`config.mk`:
```
export PLATFORM = sky130hd
export DESIGN_NAME = tsws_front
export DESIGN_NICKNAME = d
export VERILOG_FILES = /design/src/rtl/tsws_pkg.sv /design/src/rtl/tsws_front.sv
export SDC_FILE = /design/constraint.sdc
export NUM_CORES = 1
export LEC_CHECK = 0
export BUFFER_PORTS_ARGS = -buffer_cell sky130_fd_sc_hd__buf_2
export CORE_MARGIN = 1.5
export CORE_UTILIZATION = 44
export DETAILED_ROUTE_END_ITERATION = 12
export PLACE_DENSITY = 0.82
export SLEW_MARGIN = 20
export SYNTH_ARGS = -nofsm -noshare
export SYNTH_HDL_FRONTEND = slang
export SYNTH_SLANG_ARGS = --single-unit
```
`constraint.sdc`:
```
create_clock -name clk -period 4.8 [get_ports clk]
set_input_delay 0.72 -clock clk [delete_from_list [all_inputs] [get_ports clk]]
set_output_delay 0.72 -clock clk [all_outputs]
set_load 0.05 [all_outputs]
```
`src/rtl/tsws_pkg.sv`:
```
// ----------------------------------------------------------------------------
// tsws_pkg
// Types and constants shared by the target sum window search unit.
// ----------------------------------------------------------------------------
package tsws_pkg;

	localparam int MAX_ELEMENTS = 1024;
	localparam int IDX_W = $clog2(MAX_ELEMENTS);
	localparam int CNT_W = IDX_W + 1;
	localparam int VALUE_W = 16;
	localparam int TARGET_W = 32;
	localparam int SUM_W = TARGET_W + 1;
	localparam int Q_DEPTH = 4;
	localparam int Q_AW = $clog2(Q_DEPTH);

	localparam logic [1:0] ST_FOUND = 2'd0;
	localparam logic [1:0] ST_NOT_FOUND = 2'd1;
	localparam logic [1:0] ST_TOO_LONG = 2'd2;

	typedef struct packed {
		logic [VALUE_W-1:0] value;
		logic               last;
	} item_t;

	typedef struct packed {
		logic [1:0] status;
		logic [9:0] first_index;
		logic [9:0] last_index;
	} result_t;

	typedef struct packed {
		logic [VALUE_W-1:0] value;
		logic               last;
		logic [IDX_W-1:0]   index;
		logic               too_long;
	} q_entry_t;

endpackage

```
`src/rtl/tsws_front.sv`:
```
// ----------------------------------------------------------------------------
// tsws_front
// Accepts elements, numbers them, writes them to the window store and
// queues them, marked when the array has outgrown the store.
// ----------------------------------------------------------------------------
module tsws_front (
	input  logic                          clk,
	input  logic                          arst_n,
	input  logic                          item_valid,
	output logic                          item_ready,
	input  tsws_pkg::item_t               item,
	output logic                          q_push,
	output tsws_pkg::q_entry_t            q_entry,
	input  logic                          q_full,
	output logic                          wr_en,
	output logic [tsws_pkg::IDX_W-1:0]    wr_addr,
	output logic [tsws_pkg::VALUE_W-1:0]  wr_data,
	input  logic                          arr_end
);

	logic [tsws_pkg::CNT_W-1:0] count_q;
	logic                       wait_q;
	logic                       too_long;

	// A new array may not start until the back part has finished the last
	// one, since its store entries are still being read.
	assign item_ready = !wait_q && !q_full;
	assign q_push = item_valid && item_ready;
	assign too_long = (count_q == tsws_pkg::CNT_W'(tsws_pkg::MAX_ELEMENTS));

	assign q_entry.value = item.value;
	assign q_entry.last = item.last;
	assign q_entry.index = count_q[tsws_pkg::IDX_W-1:0];
	assign q_entry.too_long = too_long;

	assign wr_en = q_push && !too_long;
	assign wr_addr = count_q[tsws_pkg::IDX_W-1:0];
	assign wr_data = item.value;

	always_ff @(posedge clk or negedge arst_n) begin
		if (!arst_n) begin
			count_q <= '0;
			wait_q <= 1'b0;
		end else begin
			if (wait_q) begin
				wait_q <= !arr_end;
			end else begin
				wait_q <= q_push && item.last;
			end
			if (q_push) begin
				if (item.last) begin
					count_q <= '0;
				end else if (!too_long) begin
					count_q <= count_q + 1'b1;
				end
			end
		end
	end

endmodule

```
* Word level (Yosys, flattened, before mapping) *
Index checks and enable logic that the tools add are counted.
W data, S select, Z words.

word-level totals
  memories kept = 0
  flip-flop bits (word level) = 12
  RAM bits = 0
  latch bits = 0
  output and inout bits = 57
  bits in read-only memories = 0
  bits of input ports = 22

cells by class
  multiply operators = 0
  divide/modulo/power cells = 0
  bitwise logic cells = 0
  shift operators = 0
  mux-type cells = 3
  add/subtract/negate cells = 1
  equal/unequal tests = 2
  reductions and logical operators = 9
  magnitude comparators = 0

operators by type and width
  kind                     number
  $mux W11                 2
  $add A11 B1 Y11 const B  1
  $eq A11 B11 Y1 const B   1
  $logic_and A1 B1 Y1      4
  $logic_not A1 Y1         4
  $ne A2 B2 Y1 const B     1
  $reduce_and A2 Y1        1
  $mux W1                  1

* Depth between registers and ports, before layout *
  depth after elaboration = 5
  mapped depth = 6

* Worst setup path before layout *
OpenSTA, ideal clock, no wires.

  path kind = input-to-output
  start point = in q_full
  end point = out wr_en
  slack = 2.267 ns
  arrival = 1.813 ns
  path buffers = 1
  cell stages on the path = 3
  path through = or3b_1 -> buf_6 -> a41oi_2

between the ends
  word-level cells in the longest chain between the ends = 4

ends and longest elaborated chain
  item                 RTL line          RTL
  start: declaration   tsws_front.sv:14  input logic q_full,
  $logic_not A1 Y1     tsws_front.sv:27  assign item_ready = !wait_q && !q_full;
  $logic_and A1 B1 Y1  tsws_front.sv:27
  $logic_and A1 B1 Y1  tsws_front.sv:28  assign q_push = item_valid && item_ready;
  $logic_and A1 B1 Y1  tsws_front.sv:36  assign wr_en = q_push && !too_long;
  end: declaration     tsws_front.sv:15  output logic wr_en,

Every way passes these cells.

* Final worst setup path *
Ends and elaborated chain as after synthesis.

==> impl_metrics.tcl <==
set metrics [dict create \
    outcome "complete, no violations" \
    peakVddDrop_mv 0.2914 \
    path_delay_family "simple AND/OR/NAND/NOR gates" \
    antenna_found_initial 0 \
    cts-root-buf "clkbuf_4" \
    path_common_cell "buf_2" \
    design_area_um2 929.6 \
    fin_tns_setup_ns 0 \
    drtIter0Drc 21 \
    clock_skew_ns 0.001028 \
    avgSynthCellArea_um2 8.256 \
    drcViolationCount 0 \
    critPathSlowestCell "or3b_1" \
    track_usage_pct 16.03 \
    grt_max_degree 18 \
    drive_gt1_share_pct 30.70 \
    ios 79 \
    r2r_end "count_q[5]" \
    synthArstFlopShare_pct 100.0 \
    post_cts_buffers 0 \
    crit_chain "buf_2, or3b_1, a41oi_2, buf_2" \
    setup_viol 0 \
    die_y_um 53.70 \
    die-area_um2 2884 \
    seqPwrFrac_pct 31.3 \
    finalCriticalPeriod_ns 2.813 \
    netlist_area_um2 1131 \
    clk_path_buf_depth 2 \
    p_switching_uw 313.0 \
    max_freq_ghz 0.3555 \
    cp_num_buf_inv 2 \
    ys_seq_elements 12 \
    clkSinkCount 12 \
    start_util_pct 46.08 \
    vias_per_cell 5.556 \
    gp_congestion 0.8057 \
    wire_per_inst_um 14.88 \
    relSlewSlack_pct 62.59 \
    p_comb_share_pct 53.7 \
    max_stage_delay_ns 0.60 \
    synth-edff-count 0 \
    grt-ovfl-total 0 \
    cap_violations 0 \
    clock_latency_ns 0.28 \
    rr_worst_depth 5 \
    leakagePower_uw 0.0004599 \
    ctsResizeCount 0 \
    cts_hold_buf 0 \
    port_buffers 30 \
    die_x_um 53.70 \
    netSwitchingFraction_pct 56.71 \
    cts_buffers 3 \
    hold_viol 0 \
    via_count 800 \
    fillers 258 \
    fin_crit_sh_pct 58.60 \
    postRouteAntennaNets 0 \
    power-per-cell-area_nw_per_um2 593.7 \
    placed_cell_area_um2 893.4 \
    finalWirelength_um 2143 \
    syn_to_final_growth_pct -17.81 \
    design.core.area_um2 2455 \
    internal-power_uw 238.9 \
    cts_tree "done" \
    cp.arrival_ns 2.09 \
    critPathKind "primary input to primary output" \
    path_max_fanout 17 \
    rsz0062_at_grt "no" \
    synth-main-ff-cell "dfrtp_1" \
    clk_pin_slew_worst_paths_ns 0.08 \
    firstDrtPassIters 5 \
    nets 139 \
    maxSlewViolCount 0 \
    end_kind "primary output" \
    startpoint_type "primary input" \
    worst_pin_slew_ns 0.5612 \
    reg2reg_slack_ns 3.00 \
    synth_cell_types 30 \
    grt_pass1_vias 743 \
    r2r-start "wait_q" \
    clkPwrFrac_pct 15.0 \
    hp-class "primary input to async pin" \
    hpwlAfterDp_um 1651 \
    rows 18 \
    num_antenna_cells 0 \
    htreeDepth 1 \
    grt_pass1_wl_um 3339 \
    seq_area_frac_synth_pct 26.55 \
    synthCells 137 \
    synth_warnings 0 \
    syn_nets 161 \
    worstPathRequired_ns 4.08 \
]
==> cell usage in the layout, fill, tap and decap left out, types with 2 or more instances in the layout <==
cell type	count
ha_1	2
dfrtp_1	12
xnor2_1	2
clkbuf_4	3
and4_1	2
nand4_1	3
o311ai_0	2
buf_2	30
o21ai_0	5
and3_1	2
mux2i_1	3
nor3_1	5
inv_1	6
a21oi_1	3
nor4_1	2
nor2_1	6
nand3_1	3
nand2_1	12
==> layer usage <==
metal  share of wire [%]  routed length, µm  up-vias  track usage, %
li1                    -                  -      364               -
met1                  35                741      362           17.52
met2                  51               1086       59           26.42
met3                 9.8                211       15           5.000
met4                 4.9                104        0           10.68
met5                   0                  0        -               0
==> layout make-up <==
class	instances	area (µm²)	share of cell area, %
repair buffers	30	150.1	16.15
well taps	30	37.54	4.038
multi-input cells	62	382.9	41.18
inverters	6	22.52	2.423
clock buffers	4	36.28	3.903
flip-flops and latches	12	300.3	32.30
==> power groups by stage <==
stage	registers, µW	logic, µW	clock network (µW)
3_5_place_dp	174	298	0
5_1_grt	181	316	87.8
6_report	173	296	82.8
3_3_place_gp	171	291	0
2_1_floorplan	164	374	0
4_1_cts	172	298	85.6
==> stage by stage <==
stage               std cells  util [%]  setup slack, ns  total power, µW  hold slack (ns)
floorplan                 137         -            2.267            537.5           0.4244
finish                    144     37.87            1.987            551.9           0.2997
global placement          140     36.39            2.048            461.3           0.5373
CTS                       144     37.87            2.008            555.8           0.3045
detailed placement        140     36.39            2.006            472.2           0.5543
global route              144     37.87            1.905            585.0           0.3202
==> worst register-to-register path: stages (launching register included) <==
cell	delay (ns)
dfrtp_1	0.40
or3b_1	0.63
inv_1	0.27
nand4_1	0.13
o21a_1	0.19
o21ai_1	0.11
==> how the worst max path moves through the flow <==
stage | from | to | slack (ns) | cells after the start
after detailed placement | q_full | wr_en | 2.01 | 4
after CTS | q_full | wr_en | 2.01 | 4
after global routing | q_full | wr_en | 1.90 | 4
final | q_full | wr_en | 1.99 | 4
after floorplan | q_full | wr_en | 2.27 | 3
after global placement | q_full | wr_en | 2.05 | 4
==> registers in the layout, indices dropped and copies added, names as in the netlist <==
register and cells:
count_q 11, wait_q 1
==> logic make-up (layout without fill, tap and decap cells) <==
logic type | after synthesis | in the layout | synth area share (%)
AND/OR/NAND/NOR | 38 | 38 | 17.03
adder cells (fa/ha/maj) | 2 | 2 | 2.212
XOR/XNOR | 2 | 2 | 1.549
AO/OA/AOI/OAI | 17 | 17 | 10.40
buffers and inverters | 63 | 40 | 39.60
flip-flops | 12 | 12 | 26.55
multiplexers | 3 | 3 | 2.655
==> synth_stat cells (2+ instances only) <==
library cell / count / share of area, %
inv_1: 6 / 2.0
a21oi_1: 3 / 1.3
nor4_1: 2 / 1.1
and3_1: 2 / 1.1
and4_1: 2 / 1.5
nand2_1: 12 / 4.0
nor3_1: 5 / 2.2
nand3_1: 3 / 1.3
xnor2_1: 2 / 1.5
nand4_1: 3 / 1.7
mux2i_1: 3 / 2.7
buf_4: 54 / 36
o21ai_0: 5 / 2.2
o311ai_0: 2 / 1.5
nor2_1: 6 / 2.0
dfrtp_1: 12 / 27
ha_1: 2 / 2.2
Power figures use the tool's default switching activity.
