$ cat config.mk
export PLATFORM = sky130hd
export DESIGN_NAME = tsws_back
export DESIGN_NICKNAME = d
export VERILOG_FILES = /design/src/rtl/tsws_pkg.sv /design/src/rtl/tsws_back.sv
export SDC_FILE = /design/constraint.sdc
export NUM_CORES = 1
export LEC_CHECK = 0
export ABC_AREA = 0
export BUFFER_PORTS_ARGS = -buffer_cell sky130_fd_sc_hd__buf_2
export CORE_ASPECT_RATIO = 1.1
export CORE_UTILIZATION = 50
export DETAILED_ROUTE_END_ITERATION = 8
export PLACE_DENSITY = 0.72
export SYNTH_ARGS = -nofsm -noshare
export SYNTH_HDL_FRONTEND = slang
export SYNTH_SLANG_ARGS = --single-unit
$ cat constraint.sdc
create_clock -name clk -period 3.7 [get_ports clk]
set_input_delay 0.185 -clock clk [delete_from_list [all_inputs] [get_ports clk]]
set_output_delay 0.185 -clock clk [all_outputs]
set_load 0.02 [all_outputs]
$ cat src/rtl/tsws_pkg.sv
// ----------------------------------------------------------------------------
// tsws_pkg
// Types and constants shared by the target sum window search unit.
// ----------------------------------------------------------------------------
package tsws_pkg;

	localparam int MAX_ELEMENTS = 1024;
	localparam int IDX_W = $clog2(MAX_ELEMENTS);
	localparam int CNT_W = IDX_W + 1;
	localparam int VALUE_W = 16;
	localparam int TARGET_W = 32;
	localparam int SUM_W = TARGET_W + 1;
	localparam int Q_DEPTH = 4;
	localparam int Q_AW = $clog2(Q_DEPTH);

	localparam logic [1:0] ST_FOUND = 2'd0;
	localparam logic [1:0] ST_NOT_FOUND = 2'd1;
	localparam logic [1:0] ST_TOO_LONG = 2'd2;

	typedef struct packed {
		logic [VALUE_W-1:0] value;
		logic               last;
	} item_t;

	typedef struct packed {
		logic [1:0] status;
		logic [9:0] first_index;
		logic [9:0] last_index;
	} result_t;

	typedef struct packed {
		logic [VALUE_W-1:0] value;
		logic               last;
		logic [IDX_W-1:0]   index;
		logic               too_long;
	} q_entry_t;

endpackage

$ cat src/rtl/tsws_back.sv
// ----------------------------------------------------------------------------
// tsws_back
// Keeps the window sum, drops elements from the window front one per cycle
// and forms the result of each array.
// ----------------------------------------------------------------------------
module tsws_back (
	input  logic                          clk,
	input  logic                          arst_n,
	input  logic                          q_empty,
	input  tsws_pkg::q_entry_t            q_data,
	output logic                          q_pop,
	input  logic [tsws_pkg::TARGET_W-1:0] target,
	output logic [tsws_pkg::IDX_W-1:0]    rd_addr,
	input  logic [tsws_pkg::VALUE_W-1:0]  rd_data,
	output logic                          result_valid,
	input  logic                          result_ready,
	output tsws_pkg::result_t             result,
	output logic                          arr_end
);

	localparam logic S_POP = 1'b0;
	localparam logic S_EVAL = 1'b1;

	logic                         state_q;
	logic [tsws_pkg::SUM_W-1:0]   sum_q;
	logic [tsws_pkg::IDX_W-1:0]   start_q;
	logic                         done_q;
	logic [tsws_pkg::IDX_W-1:0]   index_s1;
	logic                         last_s1;
	logic                         out_valid_q;
	tsws_pkg::result_t            out_q;
	logic                         out_free;
	logic [tsws_pkg::SUM_W-1:0]   target_ext;
	logic                         shrink;
	logic                         match;

	assign out_free = !out_valid_q || result_ready;
	assign target_ext = {1'b0, target};
	assign shrink = (sum_q > target_ext) && (start_q < index_s1);
	assign match = (sum_q == target_ext);
	assign q_pop = (state_q == S_POP) && !q_empty && out_free;
	assign rd_addr = (state_q == S_EVAL && shrink) ? start_q + 1'b1 : start_q;

	assign result_valid = out_valid_q;
	assign result = out_q;

	always_comb begin
		arr_end = 1'b0;
		case (state_q)
			S_POP: arr_end = q_pop && q_data.last && (done_q || q_data.too_long);
			S_EVAL: arr_end = !shrink && last_s1 && out_free;
			default: arr_end = 1'b0;
		endcase
	end

	always_ff @(posedge clk) begin
		if (q_pop) begin
			index_s1 <= q_data.index;
			last_s1 <= q_data.last;
		end
	end

	always_ff @(posedge clk or negedge arst_n) begin
		if (!arst_n) begin
			state_q <= S_POP;
			sum_q <= '0;
			start_q <= '0;
			done_q <= 1'b0;
			out_valid_q <= 1'b0;
			out_q <= '0;
		end else begin
			if (out_valid_q && result_ready) begin
				out_valid_q <= 1'b0;
			end
			case (state_q)
				S_POP: begin
					if (q_pop) begin
						if (!done_q && q_data.too_long) begin
							out_valid_q <= 1'b1;
							out_q <= '{status: tsws_pkg::ST_TOO_LONG,
								first_index: '0, last_index: '0};
							done_q <= 1'b1;
						end else if (!done_q) begin
							sum_q <= sum_q + tsws_pkg::SUM_W'(q_data.value);
							state_q <= S_EVAL;
						end
						if (q_data.last && (done_q || q_data.too_long)) begin
							sum_q <= '0;
							start_q <= '0;
							done_q <= 1'b0;
						end
					end
				end
				S_EVAL: begin
					if (shrink) begin
						sum_q <= sum_q - tsws_pkg::SUM_W'(rd_data);
						start_q <= start_q + 1'b1;
					end else if (out_free) begin
						state_q <= S_POP;
						if (match) begin
							out_valid_q <= 1'b1;
							out_q <= '{status: tsws_pkg::ST_FOUND,
								first_index: start_q, last_index: index_s1};
							done_q <= 1'b1;
						end else if (last_s1) begin
							out_valid_q <= 1'b1;
							out_q <= '{status: tsws_pkg::ST_NOT_FOUND,
								first_index: '0, last_index: '0};
						end
						if (last_s1) begin
							sum_q <= '0;
							start_q <= '0;
							done_q <= 1'b0;
						end
					end
				end
				default: state_q <= S_POP;
			endcase
		end
	end

endmodule

## After elaboration in Yosys (flattened, before gate mapping)

Cells that the tools add are included.

- Logic and storage cells: 94
- Output and inout bits: 35
- Register bits after elaboration: 79
- Input port bits: 80

- Reduce and logical (&&, ||, !) cells: 21
- Mux-type cells: 45
- Magnitude comparators: 2
- $add $sub $neg: 3
- Equal/unequal tests: 12
- Bitwise operators: 1

Operator list:

| kind | count |
|---|---|
| two-way mux 33 bit | 7 |
| two-way mux 22 bit | 6 |
| one-hot mux 33 bit (2 select lines) | 1 |
| two-way mux 10 bit | 6 |
| one-hot mux 22 bit (2 select lines) | 1 |
| adder 33 x 16 -> 33 bit | 1 |
| equality test 33 x 32 -> 1 bit | 1 |
| > comparator 33 x 32 -> 1 bit | 1 |
| subtractor 33 x 16 -> 33 bit | 1 |
| one-hot mux 10 bit (2 select lines) | 1 |
| two-way mux 1 bit | 19 |
| AND reduction 5 bit | 3 |
| inequality test 3 x 1 -> 1 bit (second input constant) | 4 |
| logical AND 1 bit | 11 |
| adder 10 x 1 -> 10 bit (second input constant) | 1 |
| less-than comparator 10 bit | 1 |
| one-hot mux 1 bit (2 select lines) | 4 |
| inequality test 2 x 1 -> 1 bit (second input constant) | 3 |
| inequality test 3 x 2 -> 1 bit (second input constant) | 2 |
| logical NOT 1 bit | 4 |
| inequality test 2 bit (second input constant) | 2 |
| AND reduction 4 bit | 1 |
| logical OR 1 bit | 2 |
| NOT 1 bit | 1 |

## Longest topological paths before layout

- Word-level depth: 7
- Gate-level depth with buffers: 14
- Gate-level depth less buffers: 12

## Least setup slack after synthesis

No wires, ideal clock.

- Path kind: reg2out
- From: reg sum_q[30] (netlist name)
- To: out rd_addr[0] (netlist name)
- Path buffers: 3
- Data required time: 3515 ps
- Stages on the path, launching flop included: 11
- Path slack: 21 ps
- Data arrival time: 3494 ps
- Cell sequence: dfrtp_1 ha_1 nand3_1 or4_1 a2111oi_0 nor4_1 clkbuf_1 nor2_1 clkbuf_1 buf_1 xor2_1

- Cells in the longest elaborated chain, start to end: 4

Ends and longest elaborated chain:

| element | line | RTL |
|---|---|---|
| start: declaration | tsws_back.sv:25 | `logic [tsws_pkg::SUM_W-1:0] sum_q;` |
| start signal: assignment | tsws_back.sv:84 | `sum_q <= sum_q + tsws_pkg::SUM_W'(q_data.value);` |
| start signal: assignment | tsws_back.sv:96 | `sum_q <= sum_q - tsws_pkg::SUM_W'(rd_data);` |
| > comparator 33 x 32 -> 1 bit | tsws_back.sv:39 | `assign shrink = (sum_q > target_ext) && (start_q < index_s1);` |
| logical AND 1 bit | tsws_back.sv:39 |  |
| logical AND 1 bit | tsws_back.sv:42 | `assign rd_addr = (state_q == S_EVAL && shrink) ? start_q + 1'b1 : start_q;` |
| two-way mux 10 bit | tsws_back.sv:42 |  |
| end: declaration | tsws_back.sv:13 | `output logic [tsws_pkg::IDX_W-1:0] rd_addr,` |

No other way between the ends.

## Worst setup path after layout

- From: reg sum_q[30] (netlist name)
- To: out rd_addr[1] (netlist name)

Same word-level chain as after synthesis.

==> results.cfg <==
[yosys]
synth_edf_count = 11
synth.largest_area_cell = dfrtp_1
yosysMostFrequentCell = inv_1
yosysWarnings = 0
synthTopCellsByArea = dfrtp_1, ha_1, inv_1
synth-seq-cells = 79
synth_ff_type = dfrtp_1
netlist_top_cells_count = inv_1, ha_1, dfrtp_1
syn_area_um2 = 6700
syn_avg_cell_area_um2 = 8.49
ys_types = 63
ys_seq_area_share_pct = 30.3
synthesis.nets = 945
synth_top_area_share_pct = 25.4
synthArstFlopShare_pct = 86.1
syn_inst = 789

[critical_path]
r2r_end = sum_q[32]
critPathLaunch = sum_q[30]
critPathMaxStageDelay_ps = 620
critPathKind = register to output pin
crit_path_max_fanout = 21
cp_num_buf_inv = 3
path_cells = ha_1, nand3_1, or4_4, a2111oi_4, nor4_2, buf_4, nor2_4, buf_12, mux2_2, buf_2
cpMaxStageDelayCell = or4_4
reg2regPathDepth = 9
reg2reg_from = sum_q[15]
worstPathRequired_ps = 3510
crit_family = simple AND/OR/NAND/NOR gates
critPathCaptureType = output pin
r2r_slack_ps = 120
start_kind = register
cp.arrival_ps = 3410

[global_routing]
antenna_found_initial = 0
overflow = 0
grt_pass1_wl_um = 28600
grt_pass1_vias = 6096
grt_max_degree = 69
track_usage_pct = 26.3

[layout]
num_antenna_cells = 0
area_growth_pct = 20.2
fin_cells = 1081
design_area_um2 = 8050
nets = 1071
drive_above_1_share_pct = 20.7

[clock_tree]
clk_latency_ps = 350
clkSinkCount = 79
path_clk_slew_ps = 60
htreeDepth = 3
cts_buffers = 9
cts-root-buf = clkbuf_16
cts_tree = built
clk_path_buf_depth = 2

[detailed_routing]
detail-route-antenna-nets = 0
drt-initial-drc-count = 427
wl_per_cell_um = 16.5
via_per_inst = 5.86
finalWirelength_um = 17900
drc_errors = 0
drtPass1Iterations = 5
vias = 6337

[run]
cap_violations = 0

[timing]
setup_viol = 0
final_max_slew_viol_count = 0
rsz0062_at_grt = false
tns_ps = 0
clock_skew_ps = 6.13
finalWorstSetupSlack_ps = 101
slew-limit-headroom_pct = 38.8
period_share_pct = 97.3
tightest_slew_ps = 918
hold_viol_final = 0
period_minus_slack_ps = 3600
max_freq_mhz = 278

[place]
pre_cts_ws_ps = 124
place_area_um2 = 7580
portBuffers = 114
place_congestion = 0.884
placedCellCount = 1055
hpwl_um = 13200

[floorplanning]
die-area_um2 = 13900
rows = 44
die_w_um = 112
fp.dieH_um = 123
fp.coreArea_um2 = 13200
start_util_pct = 50.9
io_pins = 115

[power_and_ir_drop]
p_leak_nw = 4.00
vdd_drop_max_uv = 402
totalPowerFinal_mw = 5.22
powerDensity_nw_per_um2 = 648

[outcome]
outcome = complete, no violations

[min_path]
min_from = q_data[10]
hold_class = input pin to register
hold_end = index_s1[9]
min_delay_path_depth = 1
==> worst max path at each step <==
stage,end,slack [ps],cells after the start
floorplan,rd_addr[0],20,10
finish,rd_addr[1],100,10
global placement,sum_q[32],150,9
detailed placement,sum_q[32],120,9
CTS,rd_addr[1],4,10
global route,rd_addr[1],10,10
==> flip-flops by register name, indices dropped and copies added (netlist names) <==
signal	flops
start_q	10
state_q	1
last_s1	1
done_q	1
index_s1	10
result	22
sum_q	33
result_valid	1
==> cell type report <==
cell class / count / area (um2)
Inverter: 91 / 342
Sequential cell: 79 / 2030
Tap cell: 161 / 201
Timing Repair Buffer: 148 / 890
Multi-Input combinational cell: 586 / 4300
Fill cell: 1190 / 5110
Clock inverter: 7 / 56.3
Clock buffer: 9 / 225
==> cells in the final DEF, fill, tap and decap left out, types with 5 or more instances in the layout <==
master	n
a211oi_1	20
nand4_1	7
or4_4	5
mux2_2	7
o21ai_0	53
dlygate4sd3_1	7
buf_2	112
xor2_1	12
mux2i_1	24
nor2_1	34
clkbuf_16	9
inv_1	91
o22ai_1	8
a21o_1	15
a21oi_1	39
nand2b_1	9
buf_4	25
a221oi_1	7
a31oi_1	16
nor3_1	34
and3_1	12
o32a_1	9
o22a_1	8
nand2_1	65
xnor2_1	19
nand3_1	15
or3_1	6
ha_1	73
nor2b_1	6
dfrtp_1	68
edfxtp_1	11
==> report_power, final <==
part           leakage (nW)  internal, mW  switching (mW)
combinational          2.84          1.31            1.68
sequential             1.01          1.09           0.255
clock                 0.142         0.464           0.410
==> per-stage QoR <==
stage | hold WS, ps | utilization [%]
2_1_floorplan | -111 | -
3_3_place_gp | 361 | 57.6
3_5_place_dp | 363 | 57.6
4_1_cts | 1.04 | 60.4
5_1_grt | 8.70 | 61.2
6_report | 10.1 | 61.2
==> timing repair <==
| item | CTS | global route |
|---|---|---|
| hold buffers | 6 | 1 |
| setup buffers | 0 | 3 |
| resized for setup | 6 | 14 |
| endpoints found under the setup margin | 3 | 13 |
| hold endpoints to repair | 6 | 1 |
| gates cloned | 0 | 0 |
==> worst register-to-register path, delay by kind of cell, from the launching register on <==
| kind | cells | cell delay [ps] |
|---|---|---|
| and+or+nand+nor | 6 | 2480 |
| AOI/OAI and AO/OA | 2 | 440 |
| adders and majority gates | 1 | 170 |
| DFF | 1 | 380 |
==> logic make-up after synthesis <==
logic type               synth area share [%]
adder cells (fa/ha/maj)                  14.4
multiplexers                             4.76
XOR/XNOR                                 4.05
flip-flops                               30.3
AO/OA/AOI/OAI                            22.9
AND/OR/NAND/NOR                          16.5
buffers and inverters                    6.99
==> metal layers <==
metal	global-route usage [%]	vias to the layer above	wire length, um
met5	0	-	0
met4	13.5	0	432
met2	43.9	178	8670
met3	4.36	32	726
li1	-	3143	-
met1	33.2	2984	8020
(Power assumes the default switching activity.)
