[src/rtl/tsws_pkg.sv]
// ----------------------------------------------------------------------------
// tsws_pkg
// Types and constants shared by the target sum window search unit.
// ----------------------------------------------------------------------------
package tsws_pkg;

	localparam int MAX_ELEMENTS = 1024;
	localparam int IDX_W = $clog2(MAX_ELEMENTS);
	localparam int CNT_W = IDX_W + 1;
	localparam int VALUE_W = 16;
	localparam int TARGET_W = 32;
	localparam int SUM_W = TARGET_W + 1;
	localparam int Q_DEPTH = 4;
	localparam int Q_AW = $clog2(Q_DEPTH);

	localparam logic [1:0] ST_FOUND = 2'd0;
	localparam logic [1:0] ST_NOT_FOUND = 2'd1;
	localparam logic [1:0] ST_TOO_LONG = 2'd2;

	typedef struct packed {
		logic [VALUE_W-1:0] value;
		logic               last;
	} item_t;

	typedef struct packed {
		logic [1:0] status;
		logic [9:0] first_index;
		logic [9:0] last_index;
	} result_t;

	typedef struct packed {
		logic [VALUE_W-1:0] value;
		logic               last;
		logic [IDX_W-1:0]   index;
		logic               too_long;
	} q_entry_t;

endpackage

[src/rtl/tsws_fifo.sv]
// ----------------------------------------------------------------------------
// tsws_fifo
// Short queue of classified elements between the front and the back part.
// ----------------------------------------------------------------------------
module tsws_fifo (
	input  logic               clk,
	input  logic               arst_n,
	input  logic               push,
	input  tsws_pkg::q_entry_t push_data,
	output logic               full,
	input  logic               pop,
	output tsws_pkg::q_entry_t pop_data,
	output logic               empty
);

	tsws_pkg::q_entry_t             entry_q [tsws_pkg::Q_DEPTH];
	logic [tsws_pkg::Q_AW-1:0]      wr_ptr_q;
	logic [tsws_pkg::Q_AW-1:0]      rd_ptr_q;
	logic [tsws_pkg::Q_AW:0]        count_q;

	assign full = (count_q == (tsws_pkg::Q_AW+1)'(tsws_pkg::Q_DEPTH));
	assign empty = (count_q == '0);
	assign pop_data = entry_q[rd_ptr_q];

	always_ff @(posedge clk) begin
		if (push) begin
			entry_q[wr_ptr_q] <= push_data;
		end
	end

	always_ff @(posedge clk or negedge arst_n) begin
		if (!arst_n) begin
			wr_ptr_q <= '0;
			rd_ptr_q <= '0;
			count_q <= '0;
		end else begin
			if (push) begin
				wr_ptr_q <= wr_ptr_q + 1'b1;
			end
			if (pop) begin
				rd_ptr_q <= rd_ptr_q + 1'b1;
			end
			if (push && !pop) begin
				count_q <= count_q + 1'b1;
			end else if (pop && !push) begin
				count_q <= count_q - 1'b1;
			end
		end
	end

endmodule

[config.mk]
export PLATFORM = sky130hd
export DESIGN_NAME = tsws_fifo
export DESIGN_NICKNAME = d
export VERILOG_FILES = /design/src/rtl/tsws_pkg.sv /design/src/rtl/tsws_fifo.sv
export SDC_FILE = /design/constraint.sdc
export NUM_CORES = 1
export LEC_CHECK = 0
export ABC_AREA = 1
export ABC_CLOCK_PERIOD_IN_PS = 2300
export CAP_MARGIN = 20
export CORE_MARGIN = 2
export CORE_UTILIZATION = 38
export CTS_BUF_LIST = sky130_fd_sc_hd__clkbuf_4
export CTS_CLUSTER_DIAMETER = 120
export CTS_CLUSTER_SIZE = 8
export DETAILED_ROUTE_END_ITERATION = 12
export DONT_BUFFER_PORTS = 1
export SLEW_MARGIN = 20
export SYNTH_ARGS = -nofsm -noshare
export SYNTH_HDL_FRONTEND = slang
export SYNTH_SLANG_ARGS = --single-unit
[constraint.sdc]
create_clock -name clk -period 2.3 [get_ports clk]
set_clock_uncertainty 0.2 [all_clocks]
set_input_delay 0.46 -clock clk [delete_from_list [all_inputs] [get_ports clk]]
set_output_delay 0.46 -clock clk [all_outputs]
set_load 0.1 [all_outputs]
Yosys cells after proc, flatten, opt, wreduce, memory -nomap -nowiden
Memory sizes are Yosys's and may differ from the RTL's.
Cells that the tools add are included.
{"block": "totals", "reg_bits": 7, "ram_bits": 112, "inputBits": 32, "output_inout_bits": 30, "elab_cells": 19, "n_memories": 1}
{"memory": "entry_q", "depth": 4, "word_bits": 28, "rd": 1, "rd_ports_with_merged_regs": 0, "wr": 1, "line": "tsws_fifo.sv:16", "rtl": "tsws_pkg::q_entry_t entry_q [tsws_pkg::Q_DEPTH];"}
{"block": "classes", "n_addsub": 4, "eq_ne": 1, "mux": 4, "reduce_logical": 6}
{"cell": "$mux W3", "count": 2}
{"cell": "$add A2 B1 Y2 const B", "count": 2}
{"cell": "$add A3 B1 Y3 const B", "count": 1}
{"cell": "$eq A3 B3 Y1 const B", "count": 1}
{"cell": "$logic_not A3 Y1", "count": 1}
{"cell": "$sub A3 B1 Y3 const B", "count": 1}
{"cell": "$logic_and A1 B1 Y1", "count": 2}
{"cell": "$logic_not A1 Y1", "count": 2}
{"cell": "$mux W1", "count": 2}
{"cell": "$reduce_bool A2 Y1", "count": 1}

Longest topological paths before layout
Gate-level depths: netlist of run 1.
{"block": "depth", "depth_word": 4, "mapped_depth": 9, "ltp_nobuf": 9}

Worst setup path after synthesis of run 1
Ideal clock, no wire load.
{"block": "synth_path", "path_type": "reg-to-output", "from": "register count_q[0] in the netlist's numbering", "to": "output empty", "arrival_ps": 2504, "required_ps": 1640, "path_slack_ps": -864, "path_stages_with_launch": 2, "path_buffers": 0, "cell_sequence": "dfrtp_1 > nor3_1"}
{"block": "synth_via", "elab_chain_len": 1}
{"item": "from (decl)", "line": "tsws_fifo.sv:19", "rtl": "logic [tsws_pkg::Q_AW:0] count_q;"}
{"item": "from (signal assigned)", "line": "tsws_fifo.sv:44", "rtl": "count_q <= count_q + 1'b1;"}
{"item": "from (signal assigned)", "line": "tsws_fifo.sv:46", "rtl": "count_q <= count_q - 1'b1;"}
{"item": "$logic_not A3 Y1", "line": "tsws_fifo.sv:22", "rtl": "assign empty = (count_q == '0);"}
{"item": "to (decl)", "line": "tsws_fifo.sv:13", "rtl": "output logic empty"}
No other way between the ends.

==> reports/qor.csv, run 1 <==
metric,value,unit
register area share after synthesis,0.7019,
I/O Buffers,0,
CP cell instances,buf_8 -> clkbuf_16 -> nand2_1 -> o211ai_2 -> nand2_1 -> buf_12,
hpwl dp,5.841,mm
area grow syn2layout,34.10,%
die height,119.2,microns
I/O Pins,62,
initial antenna violation count,2,
all-layer global routing usage,0.1437,
Synth top area share,0.6672,
synthesized flop and latch total,119,
wire length per cell,15.85,microns
min Tclk post-route,2496,ps
Critical Path RT,1640,ps
ANT nets after route,0,
CTS Buf Count,17,
Final Slew Violations,0,
Post-Syn Instances,375,
layout cells sized above 1,0.2945,
Tightest Pin Transition,350.0,ps
period utilisation layout,1.085,
# clock sinks,119,
status,"complete, but fails checks",
fmax,0.4006,GHz
number of max-cap violations,0,
number of distinct library cells after synthesis,20,
CP Max Fanout,8,
Ys Warns,0,
Area contributors post-synth,"edfxtp_1 67%, o211ai_2 7.7%, nand2_1 7.2%, inv_1 5.0%, o211ai_1 3.7%",
CTS H-tree lvls,4,
Nets,497,
Final Setup Violations,28,
total nets after synthesis,413,
worst reg2reg path depth,5,
Crit path top cell by count,nand2_1,
slack of the critical path,-196.0,ps
Post-Syn Area,5041,sq um
Starting Density,0.3853,
clk_lat worst skew,520,ps
type of the most critical hold path,primary input to register,
Die Wd,119.2,microns
FF-to-FF setup slack,690,ps
Hold Path Stages,3,
largest net degree at the start of global routing,65,
gr ovfl total,0,
Yosys top cell by area,edfxtp_1,
DRC viols,0,
row count,42,
Max transition margin,0.7659,
final count of hold timing violations,0,
Root Buffer,clkbuf_4,
clk slew on worst S/H paths,100,ps
Placer Congestion,0.6905,
DR iter-0 viols,179,
Total Wirelength,10.30,mm
CP endpoint kind,output pin,
CTS tree,built,
Critical Path Max Stage Delay,500,ps
failing checks,negative setup slack,
Final Core Density,0.5166,
unrepaired setup endpoints after global routing,yes,
die area,14200,sq um
worst path arrival time,1840,ps
Core ar.,13090,sq um
vias in the first global route,3070,
first-pass GRT wire length,15.24,mm
Longest Clk Path Bufs,2,
drt pass-1 iters,7,
filler instances,1087,
WS Path Type,register to output pin,
vias per inst,4.603,
setup TNS,-4856,ps
Syn Area/Cell,13.44,sq um
vias post-DR,2992,
"slowest stage cell, crit path",dfrtp_4,
CP Launch Type,register,
layer usage:
metal / up-vias / share of wire / track usage
li1: 1461 / - / -
met4: 0 / 0.018 / 0.06027
met1: 1461 / 0.42 / 0.1705
met2: 54 / 0.52 / 0.2392
met5: - / 0 / 0
met3: 16 / 0.040 / 0.04837
Yosys cell counts, drive strengths merged:
master  instances
ha              5
inv            68
o211ai         56
dfrtp           7
xnor2           1
nand4           1
nand3           1
clkbuf          1
buf            19
o21ai           1
xor2            3
edfxtp        112
fa              1
nor3            2
nand2          97
placed cells by master (no fill, tap or decap), drive strengths merged, types with 3 or more instances in the layout:
cell | netlist | routed
dfrtp | 7 | 7
xor2 | 3 | 3
clkbuf | 1 | 27
nand2 | 97 | 97
inv | 68 | 68
bufinv | 0 | 4
dlygate4sd3 | 0 | 31
clkinv | 0 | 4
o211ai | 56 | 56
buf | 19 | 49
edfxtp | 112 | 112
ha | 5 | 5
final cells by class:
| cell class | instances | area [sq um] | share of cell area |
|---|---|---|---|
| Antenna cell | 2 | 5.005 | 0.0007403 |
| Multi-Input combinational cell | 168 | 1160 | 0.1716 |
| Sequential cell | 119 | 3542 | 0.5240 |
| Tap cell | 176 | 220.2 | 0.03257 |
| Timing Repair Buffer | 85 | 1256 | 0.1858 |
| Inverter | 68 | 257.7 | 0.03813 |
| Clock buffer | 22 | 165.2 | 0.02443 |
| Clock inverter | 10 | 153.9 | 0.02277 |
logic make-up after synthesis:
logic type / after synthesis / synth area share
flops: 119 / 0.7019
buf+inv: 88 / 0.08314
simple gates: 101 / 0.07645
compound gates: 57 / 0.1152
xor+xnor: 4 / 0.006951
fa+ha+maj: 6 / 0.01638
worst max-delay path: cells and delay by family (launching register included):
| kind | cells | cell delay (ps) |
|---|---|---|
| flops | 1 | 500 |
| buf+inv | 3 | 500 |
| simple gates | 2 | 220 |
| compound gates | 1 | 70 |
final timing paths:
| check | from | endpoint |
|---|---|---|
| min in group asynchronous | arst_n | rd_ptr_q[1]$_DFFE_PN0P_ |
| hold reg to reg | wr_ptr_q[0]$_DFFE_PN0P_ | wr_ptr_q[0]$_DFFE_PN0P_ |
| hold / removal | pop | count_q[0]$_DFFE_PN0P_ |
| max in group asynchronous | arst_n | rd_ptr_q[0]$_DFFE_PN0P_ |
| setup reg to reg | wr_ptr_q[1]$_DFFE_PN0P_ | entry_q[1][17]$_DFFE_PP_ |
| setup / recovery | rd_ptr_q[0]$_DFFE_PN0P_ | pop_data[20] |
repair_timing:
item	CTS	global route
gates resized for setup	3	25
pin swaps	0	42
endpoints found under the hold margin	124	0
hold buffers	31	0
setup endpoints to repair	28	28
cloned	0	9
setup buffers	0	2
sequential cells by signal, summed over array words and instances, names as in the netlist:
name and count:
entry_q 112, wr_ptr_q 2, rd_ptr_q 2, count_q 3
per-stage QoR:
| stage | worst slack, ps | hold slack, ps | cells | area, sq um |
|---|---|---|---|---|
| 4_1_cts | -196.1 | 23.58 | 637 | 6485 |
| 3_5_place_dp | 395.5 | -35.31 | 574 | 5847 |
| 3_3_place_gp | 385.0 | -35.30 | 574 | 5847 |
| 5_1_grt | -302.1 | 26.82 | 650 | 6760 |
| 2_1_floorplan | -29.55 | -35.59 | 375 | 5051 |
| 6_report | -196.0 | 46.34 | 650 | 6760 |
Power of run 1 is left out: the tool's default activity adds up to more than one toggle a clock period on the data nets, which glitch-free logic cannot reach.
==> run 2, diff against run 1 <==
- ABC_AREA: 1 -> not set
==> run 2 against run 1 <==
First-iteration DRC count down 40%. Largest cell class unchanged. Via count is 32% lower. Utilization increased by 0.51 points. Worst setup slack got worse by 84 ps. Die area shrank 12%. The flow still finishes with violations (negative setup slack). Design area fell by 12%. Fmax is 3.2% lower. Wire length is 25% lower. Non-clock buffer count down 14.
==> reports/qor.csv, run 2 <==
metric,value,unit
status,"complete, but fails checks",
failing checks,negative setup slack,
CP Launch Point,rd_ptr_q[0]$_DFFE_PN0P_,
DR iter-0 viols,107,
WS Path Type,register to output pin,
CTS tree,built,
Max transition margin,0.7270,
largest net degree at the start of global routing,25,
all-layer global routing usage,0.1330,
total nets after synthesis,218,
Syn Area/Cell,24.64,sq um
Top reg by flops,entry_q,
ANT nets after route,0,
synthesized flop and latch total,119,
share of flip-flops with an asynchronous set or reset,0.05882,
Final Slew Violations,0,
Longest Clk Path Bufs,2,
ys flop type,edfxtp_1,
largest registers,"entry_q x112, count_q x3",
Critical Path Max Stage Delay,550,ps
Post-Syn Area,4436,sq um
number of max-cap violations,0,
DRC viols,0,
Ys Warns,0,
worst path arrival time,1920,ps
dpl cell area,5285,sq um
gr ovfl total,0,
"slowest stage cell, crit path",mux4_2,
Final Setup Violations,28,
vias in the first global route,2229,
hpwl dp,4.614,mm
Placed Instances,356,
CTS H-tree lvls,4,
layout cells sized above 1,0.3899,
min Tclk post-route,2580,ps
# clock sinks,119,
final hold slack,83.19,ps
CTS Buf Count,17,
final count of hold timing violations,0,
Yosys top cell by area,edfxtp_1,
Placer Congestion,0.6482,
Die Wd,112.0,microns
clk slew on worst S/H paths,110,ps
Total Wirelength,7.762,mm
Core ar.,11420,sq um
initial antenna violation count,1,
type of the most critical hold path,primary input to asynchronous set/reset pin,
"most common cell after layout, fill and taps aside",edfxtp_1,
vias per inst,4.850,
CP Max Fanout,12,
die area,12550,sq um
Synth top area share,0.7583,
period utilisation layout,1.122,
fmax,0.3876,GHz
row count,39,
unrepaired setup endpoints after global routing,yes,
clk_lat worst skew,500,ps
most frequent cells in the layout,"112 x edfxtp_1, 32 x buf_12, 31 x dlygate4sd3_1",
area grow syn2layout,34.30,%
RR Startpoint,wr_ptr_q[0]$_DFFE_PN0P_,
Area contributors post-synth,"edfxtp_1 76%, mux4_2 14%, dfrtp_1 3.9%, ha_1 1.4%, xor2_1 0.79%",
synth cell count leaders,"112 x edfxtp_1, 28 x mux4_2, 7 x dfrtp_1, 5 x ha_1",
setup TNS,-6885,ps
register area share after synthesis,0.7977,
first-pass GRT wire length,11.97,mm
post-layout instance count excluding filler cells,421,
Critical Path RT,1640,ps
die height,112.0,microns
Starting Density,0.3885,
Root Buffer,clkbuf_4,
I/O Buffers,0,
Largest register FFs,112,
CP endpoint kind,output pin,
Nets,302,
drt pass-1 iters,4,
Post-Syn Instances,180,
top-count cell post-synth,edfxtp_1,
"Design Area, Final",5957,sq um
wire length per cell,18.44,microns
Tightest Pin Transition,409.5,ps
I/O Pins,62,
Post-synth EDFFs,112,
CP Launch Type,register,
slack of the critical path,-279.7,ps
vias post-DR,2042,
number of distinct library cells after synthesis,18,
CP cell instances,clkbuf_16 -> mux4_2 -> buf_12,
## run 2: changes by cell type after synthesis, moves of 4 or more
| cell | before | now |
|---|---|---|
| and2_1 | 0 | 4 |
| buf_2 | 8 | 2 |
| buf_6 | 8 | 3 |
| inv_1 | 67 | 4 |
| mux4_2 | 0 | 28 |
| nand2_1 | 97 | 2 |
| o211ai_1 | 25 | 0 |
| o211ai_2 | 31 | 0 |
## run 2: worst max-delay path: cells and delay by family (launching register included)
kind	cells	cell delay, ps
multiplexers	1	550
flip-flops	1	450
buffers and inverters	2	410
## run 2: layout make-up
class / instances / area (sq um)
diodes: 1 / 2.502
clock buffers: 17 / 127.6
clock inverters: 15 / 202.7
fillers: 907 / 5461
inverters: 4 / 15.01
multi-input cells: 51 / 858.3
flip-flops and latches: 119 / 3540
well taps: 143 / 178.9
repair buffers: 71 / 1032
## run 2: path summary, 6_finish.rpt
check / end / slack, ps / cells after the start
min in group clk: count_q[0]$_DFFE_PN0P_ / 80 / 3
max: pop_data[9] / -280 / 3
min: count_q[1]$_DFFE_PN0P_ / 80 / 1
max reg2reg: entry_q[0][1]$_DFFE_PP_ / 520 / 4
min reg2reg: wr_ptr_q[0]$_DFFE_PN0P_ / 350 / 1
max in group asynchronous: rd_ptr_q[0]$_DFFE_PN0P_ / 1540 / 1
## run 2: cell families after synthesis
| kind of cell | synth area share |
|---|---|
| XOR/XNOR | 0.01185 |
| AND/OR/NAND/NOR | 0.01100 |
| AO/OA/AOI/OAI | 0.001127 |
| buffers and inverters | 0.01495 |
| flip-flops | 0.7977 |
| adder cells (fa/ha/maj) | 0.01862 |
| multiplexers | 0.1447 |
## run 2: stage by stage
stage / setup slack (ps) / utilization
after global routing: -398.8 / 0.5215
after global placement: 247.7 / 0.4629
final: -279.7 / 0.5217
after floorplan: -37.12 / -
after detailed placement: 237.8 / 0.4629
after CTS: -361.9 / 0.5203
## run 2: timing repair
item	CTS	global route
setup endpoints to repair	28	28
resized for setup	2	1
gates cloned	0	1
endpoints found under the hold margin	124	0
hold buffers	31	0
buffers inserted	1	0
pin swaps	0	0
## run 2: per-layer routing
layer / GRT usage / part of all wire
met5: 0 / 0
met4: 0.05610 / 0.012
met3: 0.05616 / 0.046
met2: 0.2190 / 0.52
met1: 0.1546 / 0.42
Power of run 2 is left out for the same reason.
==> run 3, diff against run 2 <==
- ABC_AREA: not set -> 1
- ABC_CLOCK_PERIOD_IN_PS: 2300 -> 2650
- BUFFER_PORTS_ARGS: not set -> -buffer_cell sky130_fd_sc_hd__buf_4
- DONT_BUFFER_PORTS: 1 -> not set
- clock period: 2.3 -> 2.65 ns (I/O delays scaled with it)
==> run 3 against run 2 <==
Sequential cell count is the same. Worst setup slack improved by 380 ps. Global-route usage is 1.0 points higher. Final cell count increased by 59%. Sequential share of layout area shrank 3.4 points. First-iteration DRC count rose by 72%. Clock-buffer cell count rose by 8. Design area increased by 6.2%. The flow now finishes without violations. Worst hold slack improved by 11 ps. Utilization is 3.8 points lower. Die area up 13%. Via count increased by 48%.
==> reports/qor.csv, run 3 (synthesized netlist as in run 1, its figures left out) <==
metric,value,unit
cell family with most CP delay,flip-flops,
Nets,517,
"slowest stage cell, crit path",dfrtp_4,
Critical Path RT,1920,ps
critical path buffer and inverter count,2,
largest net degree at the start of global routing,69,
Final Slew Violations,0,
Longest Clk Path Bufs,2,
Starting Density,0.3853,
slack of the critical path,100.1,ps
vias post-DR,3020,
Total Wirelength,9.704,mm
final count of hold timing violations,0,
CP cell instances,clkbuf_16 -> o211ai_1 -> nand2_1 -> buf_4,
DRC viols,0,
first-pass GRT wire length,15.16,mm
# clock sinks,119,
filler instances,1174,
wire length per cell,14.53,microns
row count,42,
worst path arrival time,1820,ps
ANT nets after route,0,
CTS H-tree lvls,4,
CTS tree,built,
Max transition margin,0.7828,
Tightest Pin Transition,325.8,ps
post-layout instance count excluding filler cells,668,
WS Path Type,register to output pin,
fmax,0.3922,GHz
vias per inst,4.521,
clk slew on worst S/H paths,90,ps
I/O Pins,62,
Placer Congestion,0.6945,
hpwl dp,5.875,mm
initial antenna violation count,1,
Critical Path Max Stage Delay,530,ps
setup TNS,0,ps
all-layer global routing usage,0.1434,
Core ar.,13090,sq um
period utilisation layout,0.9622,
CP endpoint kind,output pin,
number of max-cap violations,0,
drt pass-1 iters,4,
FF/Latch Area,3542,sq um
Routed met1 length,4.384,mm
Final Setup Violations,0,
Multi-input gate area,1086,sq um
Placed Instances,605,
"most common cell after layout, fill and taps aside",edfxtp_1,
clk_lat worst skew,490,ps
status,"finished, final reports clean",
unrepaired setup endpoints after global routing,no,
uppermost layer routed,met4,
DR iter-0 viols,184,
layout cells sized above 1,0.2831,
die height,119.2,microns
min Tclk post-route,2550,ps
gr ovfl total,0,
metal2 WL,4.858,mm
CP Launch Type,register,
Top reg by flops,entry_q,
die area,14200,sq um
type of the most critical hold path,primary input to register,
Largest register FFs,112,
vias in the first global route,3027,
most frequent cells in the layout,"112 x edfxtp_1, 96 x nand2_1, 66 x inv_1",
Final Core Density,0.4836,
CP Max Fanout,34,
WL met3,297,microns
dpl ws,593.8,ps
FF-to-FF setup slack,800,ps
I/O Buffers,61,
CTS Buf Count,17,
area grow syn2layout,25.54,%
Root Buffer,clkbuf_4,
largest registers,"entry_q x112, count_q x3",
Die Wd,119.2,microns
-- run 3: cell count changes in the layout (fill, tap and decap cells not counted), sizes merged, moves of 8 or more --
cell | previous run | this run
nand2 | 2 | 97
inv | 6 | 68
buf | 39 | 74
o211ai | 0 | 56
mux4 | 28 | 0
clkbuf | 18 | 26
-- run 3: path summary, 6_finish.rpt --
path,start,endpoint,cells past startpoint
max in group asynchronous,arst_n,rd_ptr_q[0]$_DFFE_PN0P_,2
min,push,wr_ptr_q[0]$_DFFE_PN0P_,2
max,rd_ptr_q[0]$_DFFE_PN0P_,pop_data[6],4
min in group asynchronous,arst_n,rd_ptr_q[0]$_DFFE_PN0P_,2
min reg2reg,count_q[2]$_DFFE_PN0P_,count_q[2]$_DFFE_PN0P_,2
max reg2reg,wr_ptr_q[0]$_DFFE_PN0P_,entry_q[0][23]$_DFFE_PP_,5
-- run 3: layout make-up --
type	instances	share of cell area
clock inverters	6	0.008304
inverters	68	0.04033
diodes	1	0.0003954
flip-flops and latches	119	0.5597
repair buffers	105	0.1552
well taps	176	0.03480
multi-input cells	168	0.1716
clock buffers	25	0.02966
-- run 3: what timing repair did --
item,in CTS,in global routing
hold endpoints to repair,120,0
hold buffers,30,0
setup buffers,0,0
setup endpoints to repair,0,27
resized for setup,0,20
-- run 3: metal layers --
metal  up-vias  GRT usage
li1       1501          -
met1      1452     0.1689
met2        56     0.2446
met3        11    0.03927
met4         0    0.06473
met5         -          0
-- run 3: stage by stage --
| step | hold WS (ps) | cell area (sq um) |
|---|---|---|
| after detailed placement | 154.8 | 5682 |
| after global placement | 154.1 | 5682 |
| after CTS | 30.91 | 6222 |
| after global routing | 43.62 | 6329 |
| after floorplan | 34.41 | 5041 |
| final | 94.09 | 6329 |
Power of run 3 is left out for the same reason.
